`src/rtl/wnpip_pkg.sv`:
```
// Shared types and constants of the winding-number point-in-polygon unit.
`default_nettype none

package wnpip_pkg;

    // Fixed field widths of the request and response beats.
    localparam int COORD_BITS = 16;
    localparam int INDEX_BITS = 8;
    localparam int COUNT_BITS = 9;
    localparam int WN_OUT_W   = 9;

    // Output winding-number range; wider internal values saturate to it.
    localparam int WN_OUT_MAX = 255;
    localparam int WN_OUT_MIN = -256;

    // Coordinate differences and their exact products.
    localparam int DIFF_W = COORD_BITS + 1;
    localparam int PROD_W = 2 * DIFF_W;

    // Request beat kinds.
    typedef enum logic {
        KIND_LOAD  = 1'b0,
        KIND_QUERY = 1'b1
    } kind_t;

    // One request beat.
    typedef struct packed {
        kind_t                         kind;
        logic [INDEX_BITS-1:0]         vertex_index;
        logic signed [COORD_BITS-1:0]  coord_x;
        logic signed [COORD_BITS-1:0]  coord_y;
    } req_t;

    // One response beat.
    typedef struct packed {
        logic signed [WN_OUT_W-1:0] winding_number;
        logic                       inside_res;
    } rsp_t;

    // Query token handed from cell to cell: the point and the pending
    // crossing test of the edge owned by the previous cell.
    typedef struct packed {
        logic signed [COORD_BITS-1:0] px;
        logic signed [COORD_BITS-1:0] py;
        logic                         pend_up;
        logic                         pend_dn;
        logic signed [PROD_W-1:0]     prod_l;
        logic signed [PROD_W-1:0]     prod_r;
    } tok_t;

endpackage

`default_nettype wire

```
`src/rtl/wnpip_cell.sv`:
```
// One cell of the edge chain: holds one vertex and tests the edge it starts.
`default_nettype none

module wnpip_cell #(
    parameter int IDX   = 0,
    parameter int CNT_W = 9,
    parameter int WN_W  = 10
) (
    input  logic                                   clk,
    input  logic                                   rst_n,
    input  logic                                   en,
    input  logic                                   load,
    input  logic [wnpip_pkg::INDEX_BITS-1:0]       ld_idx,
    input  logic signed [wnpip_pkg::COORD_BITS-1:0] ld_x,
    input  logic signed [wnpip_pkg::COORD_BITS-1:0] ld_y,
    input  logic signed [wnpip_pkg::COORD_BITS-1:0] nx,
    input  logic signed [wnpip_pkg::COORD_BITS-1:0] ny,
    input  logic signed [wnpip_pkg::COORD_BITS-1:0] v0x,
    input  logic signed [wnpip_pkg::COORD_BITS-1:0] v0y,
    input  logic [CNT_W-1:0]                       n_cnt,
    input  logic [CNT_W-1:0]                       n_last,
    input  logic                                   vld_in,
    input  wnpip_pkg::tok_t                        tok_in,
    input  logic signed [WN_W-1:0]                 wn_in,
    output logic signed [wnpip_pkg::COORD_BITS-1:0] vx,
    output logic signed [wnpip_pkg::COORD_BITS-1:0] vy,
    output logic                                   vld_out,
    output wnpip_pkg::tok_t                        tok_out,
    output logic signed [WN_W-1:0]                 wn_out
);
    import wnpip_pkg::*;

    logic signed [COORD_BITS-1:0] vx_reg;
    logic signed [COORD_BITS-1:0] vy_reg;
    logic                         vld_reg;
    tok_t                         tok_reg;
    tok_t                         tok_next;
    logic signed [WN_W-1:0]       wn_reg;
    logic signed [WN_W-1:0]       wn_next;

    logic                         active;
    logic                         is_last;
    logic signed [COORD_BITS-1:0] ex;
    logic signed [COORD_BITS-1:0] ey;
    logic signed [DIFF_W-1:0]     dx_e;
    logic signed [DIFF_W-1:0]     dy_e;
    logic signed [DIFF_W-1:0]     dx_p;
    logic signed [DIFF_W-1:0]     dy_p;
    logic                         hit_up;
    logic                         hit_dn;

    // This cell owns an edge when its index is below the vertex count;
    // the last edge in use closes back to vertex 0.
    assign active  = 32'(n_cnt) > IDX;
    assign is_last = 32'(n_last) == IDX;
    assign ex      = is_last ? v0x : nx;
    assign ey      = is_last ? v0y : ny;

    // Differences for the cross product of this cell's edge.
    assign dx_e = DIFF_W'(ex) - DIFF_W'(vx_reg);
    assign dy_e = DIFF_W'(ey) - DIFF_W'(vy_reg);
    assign dx_p = DIFF_W'(tok_in.px) - DIFF_W'(vx_reg);
    assign dy_p = DIFF_W'(tok_in.py) - DIFF_W'(vy_reg);

    // Finish the previous cell's test: upward crossing with the point left
    // adds one, downward crossing with the point right subtracts one.
    assign hit_up = tok_in.pend_up && (tok_in.prod_l > tok_in.prod_r);
    assign hit_dn = tok_in.pend_dn && (tok_in.prod_l < tok_in.prod_r);

    always_comb
    begin
        wn_next = wn_in;
        if (hit_up)
        begin
            wn_next = wn_in + WN_W'(1);
        end
        else if (hit_dn)
        begin
            wn_next = wn_in - WN_W'(1);
        end
    end

    // Start this cell's test: crossing direction now, products registered.
    always_comb
    begin
        tok_next         = tok_in;
        tok_next.pend_up = active && (vy_reg <= tok_in.py) && (ey > tok_in.py);
        tok_next.pend_dn = active && (vy_reg > tok_in.py) && (ey <= tok_in.py);
        tok_next.prod_l  = dx_e * dy_p;
        tok_next.prod_r  = dx_p * dy_e;
    end

    // Vertex storage, written by a load beat addressed to this cell.
    always_ff @(posedge clk)
    begin
        if (load && (32'(ld_idx) == IDX))
        begin
            vx_reg <= ld_x;
            vy_reg <= ld_y;
        end
    end

    // Token valid bit.
    always_ff @(posedge clk or negedge rst_n)
    begin
        if (!rst_n)
        begin
            vld_reg <= 1'b0;
        end
        else if (en)
        begin
            vld_reg <= vld_in;
        end
    end

    // Token payload.
    always_ff @(posedge clk)
    begin
        if (en)
        begin
            tok_reg <= tok_next;
            wn_reg  <= wn_next;
        end
    end

    assign vx      = vx_reg;
    assign vy      = vy_reg;
    assign vld_out = vld_reg;
    assign tok_out = tok_reg;
    assign wn_out  = wn_reg;

endmodule

`default_nettype wire

```
`config.mk`:
```
export PLATFORM = sky130hd
export DESIGN_NAME = wnpip_cell
export DESIGN_NICKNAME = d
export VERILOG_FILES = /design/src/rtl/wnpip_pkg.sv /design/src/rtl/wnpip_cell.sv
export SDC_FILE = /design/constraint.sdc
export NUM_CORES = 2
export LEC_CHECK = 0
export BUFFER_PORTS_ARGS = -buffer_cell sky130_fd_sc_hd__buf_4
export CAP_MARGIN = 10
export CORE_ASPECT_RATIO = 1.5
export CORE_MARGIN = 8
export CORE_UTILIZATION = 35
export CTS_CLUSTER_SIZE = 25
export DETAILED_ROUTE_END_ITERATION = 7
export SYNTH_ARGS = -nofsm -noshare
export SYNTH_HDL_FRONTEND = slang
export SYNTH_SLANG_ARGS = --single-unit
```
`constraint.sdc`:
```
create_clock -name clk -period 10.8 [get_ports clk]
set_input_delay 1.62 -clock clk [delete_from_list [all_inputs] [get_ports clk]]
set_output_delay 1.62 -clock clk [all_outputs]
set_load 0.05 [all_outputs]
```
==> impl_metrics.csv <==
group,metric,value,unit
grt,first_global_vias,26200,
grt,overflow,0,
grt,grt_util_met3,4.62,%
clock_tree,ctsHoldBuffers,0,
clock_tree,cts_root_buf,"clkbuf_16",
grt,grt_antenna_before_repair,7,
floorplanning,io_pins,384,
clock_tree,clkTransAtPathRegs,0.07,ns
grt,first_pass_grt_wire_length,148,mm
yosys,postSynth.topFlopCell,"edfxtp_1",
place,port_buffers,383,
yosys,yosys.cell_count.top_type,"inv_1",
yosys,synthDominantCellAreaShare,38.7,%
worst_hold_path,min_path_cells,1,
floorplanning,placementRows,133,
timing,setup-violations-final,0,
critical_path,cpPeakStageDelay,0.57,ns
yosys,postSynth.asyncResetShare,0.690,%
routing,wirelength,95.5,mm
routing,drt_iter0_markers,1357,
critical_path,critical_path_required,11.07,ns
grt,grt_usage,19.7,%
yosys,netlist_top_cells_area,"fa_1, edfxtp_1, ha_1, inv_1, nand2_1",
timing,min_period,10.15,ns
clock_tree,clock_sink_count,145,
routing,drt_pre_antenna_iters,5,
critical_path,worst-endpoint-arrival,10.42,ns
clock_tree,cts-resized-gates,0,
routing,count_of_antenna_violating_nets_left_after_detailed_routing,0,
floorplanning,die_width,258,um
timing,grt_setup_unrepaired,"no",
cells_and_area,final_net_count,4765,
place,finalWeightedCongestion,0.932,
clock_tree,tritoncts_buffers,17,
timing,final_max_tran_viols,0,
yosys,synth.yosys.warnings,0,
yosys,register_area_share_after_synthesis,14.1,%
routing,routed_wire_length_per_instance,19.9,um
floorplanning,dieArea,98100,sq um
timing,max_clock_freq,0.0986,GHz
floorplanning,design.core.area,87500,sq um
run,maxCapViolations,0,
critical_path,end_kind,"register",
grt,top_usage_layer,"met2",
grt,grt.met2_usage,34.7,%
grt,pin_count_of_the_biggest_net_entering_global_routing,61,
critical_path,cpMostUsedCell,"fa_1",
critical_path,path_delay_family,"adder cells",
place,post-dp-hpwl,83.6,mm
timing,finalHoldViolations,0,
routing,vias_per_cell,4.95,
clock_tree,cts_setup_buffers,0,
yosys,synth_cell_type_count,96,
clock_tree,cts_tree,"done",
timing,headroom_to_the_max_slew_limit,17.9,%
floorplanning,initial_core_util,35.2,%
critical_path,worst-path-buf-inv,6,
timing,setup_total_negative_slack,0,ns
clock_tree,cts.htree.levels,4,
clock_tree,clock_insertion_delay_worst_skew,0.55,ns
timing,post-route-period-util,93.9,%
yosys,synth_top_cell_by_area,"fa_1",
critical_path,worst-r2r-cell-count,31,
critical_path,critical_path.max_fanout,21,
yosys,post_synth_net_total,4307,
critical_path,cp.depth,36,
routing,drt_drc_violations_left,0,
clock_tree,ctsLongestPathBuffers,2,
critical_path,worst-setup-path-type,"in2reg",
floorplanning,die_height,380,um
timing,tightestPinTransition,1.22,ns
yosys,mappedNetlistArea,30800,sq um
outcome,run_status,"finished clean",
yosys,postSynthRegisterBits,145,
cells_and_area,ratio_of_cells_with_drive_above_1_in_the_final_layout,17.2,%
cells_and_area,largest_register_ffs,102,
timing,final.setup_skew,0.0327,ns
yosys,post_synth_inst_count,3185,
yosys,synth-edff-count,144,
worst_hold_path,holdCritPathClass,"reg2reg",
yosys,synth.cells.most_frequent,"inv_1, fa_1, nand2_1, ha_1, nor2_1",
grt,gr_layer_usage_met1,22.8,%
critical_path,slowest_stage,"fa_1",
routing,via_count,23800,
cells_and_area,area_growth_syn_to_layout,18.3,%
critical_path,cp-start-kind,"input pin",
yosys,synth_area_per_cell,9.68,sq um
==> routing by layer <==
metal  vias to the layer above  share of wire (%)
li1                      10800                  -
met1                     11900                 38
met2                       873                 50
met3                       172                7.7
met4                         6                4.0
met5                         -              0.043
==> kinds of logic (layout without fill, tap and decap cells) <==
family	Yosys count	count (layout)	share of synthesized area [%]
compound gates	298	298	7.01
xor+xnor	158	158	4.62
fa+ha+maj	883	883	50.3
buf+inv	775	1246	9.52
flops	145	145	14.1
mux	39	39	1.44
other cells	0	4	0
simple gates	887	887	13.0
==> worst paths after layout <==
check / from / to / slack (ns)
max: n_last[1] / tok_out[33]$_DFFE_PP_ / 0.65
min: vld_out$_DFFE_PN0P_ / vld_out$_DFFE_PN0P_ / 0.53
min reg2reg: vld_out$_DFFE_PN0P_ / vld_out$_DFFE_PN0P_ / 0.53
min in group asynchronous: rst_n / vld_out$_DFFE_PN0P_ / 0.85
max reg2reg: vx[0]$_DFFE_PP_ / tok_out[33]$_DFFE_PP_ / 1.70
max in group asynchronous: rst_n / vld_out$_DFFE_PN0P_ / 9.87
==> placed cells by master, fill, tap and decap left out, types with 19 or more instances in the layout <==
cell / Yosys / routed
nand3_1: 25 / 24
a21o_1: 50 / 50
o21ai_0: 28 / 28
nor2_1: 255 / 255
xnor2_1: 100 / 98
mux2_2: 31 / 31
buf_4: 0 / 499
ha_1: 286 / 286
inv_1: 707 / 707
a21oi_1: 83 / 83
and2_1: 64 / 64
fa_1: 597 / 597
nand4_1: 19 / 19
nor3_1: 31 / 31
edfxtp_1: 144 / 144
nand2b_1: 32 / 32
xor2_1: 54 / 54
nor2b_1: 41 / 41
nand2_1: 358 / 358
==> cell type report <==
cell class                 instances  area, sq um
antenna                            4         10.0
clock buffer                      17          425
clock inverter                    15          175
fill                            8685        51000
inverter                         709         2660
multi-input combinational       2265        23600
sequential                       145         4350
tap                             1147         1440
timing repair buffer             505         3860
==> metrics by stage <==
step / setup slack [ns] / hold WS [ns] / utilization [%] / std cells / area [sq um]
floorplan: 0.686 / 0.867 / - / 3185 / 30800
global placement: 0.214 / 0.497 / 41.0 / 4771 / 35900
detailed placement: 0.101 / 0.522 / 41.0 / 4771 / 35900
CTS: 0.647 / 0.542 / 41.7 / 4803 / 36500
global route: 0.0474 / 0.571 / 41.7 / 4803 / 36500
finish: 0.654 / 0.533 / 41.7 / 4807 / 36500
Power is not shown: default switching activity piles up to over one toggle a cycle in this logic, so the estimate is an artifact.
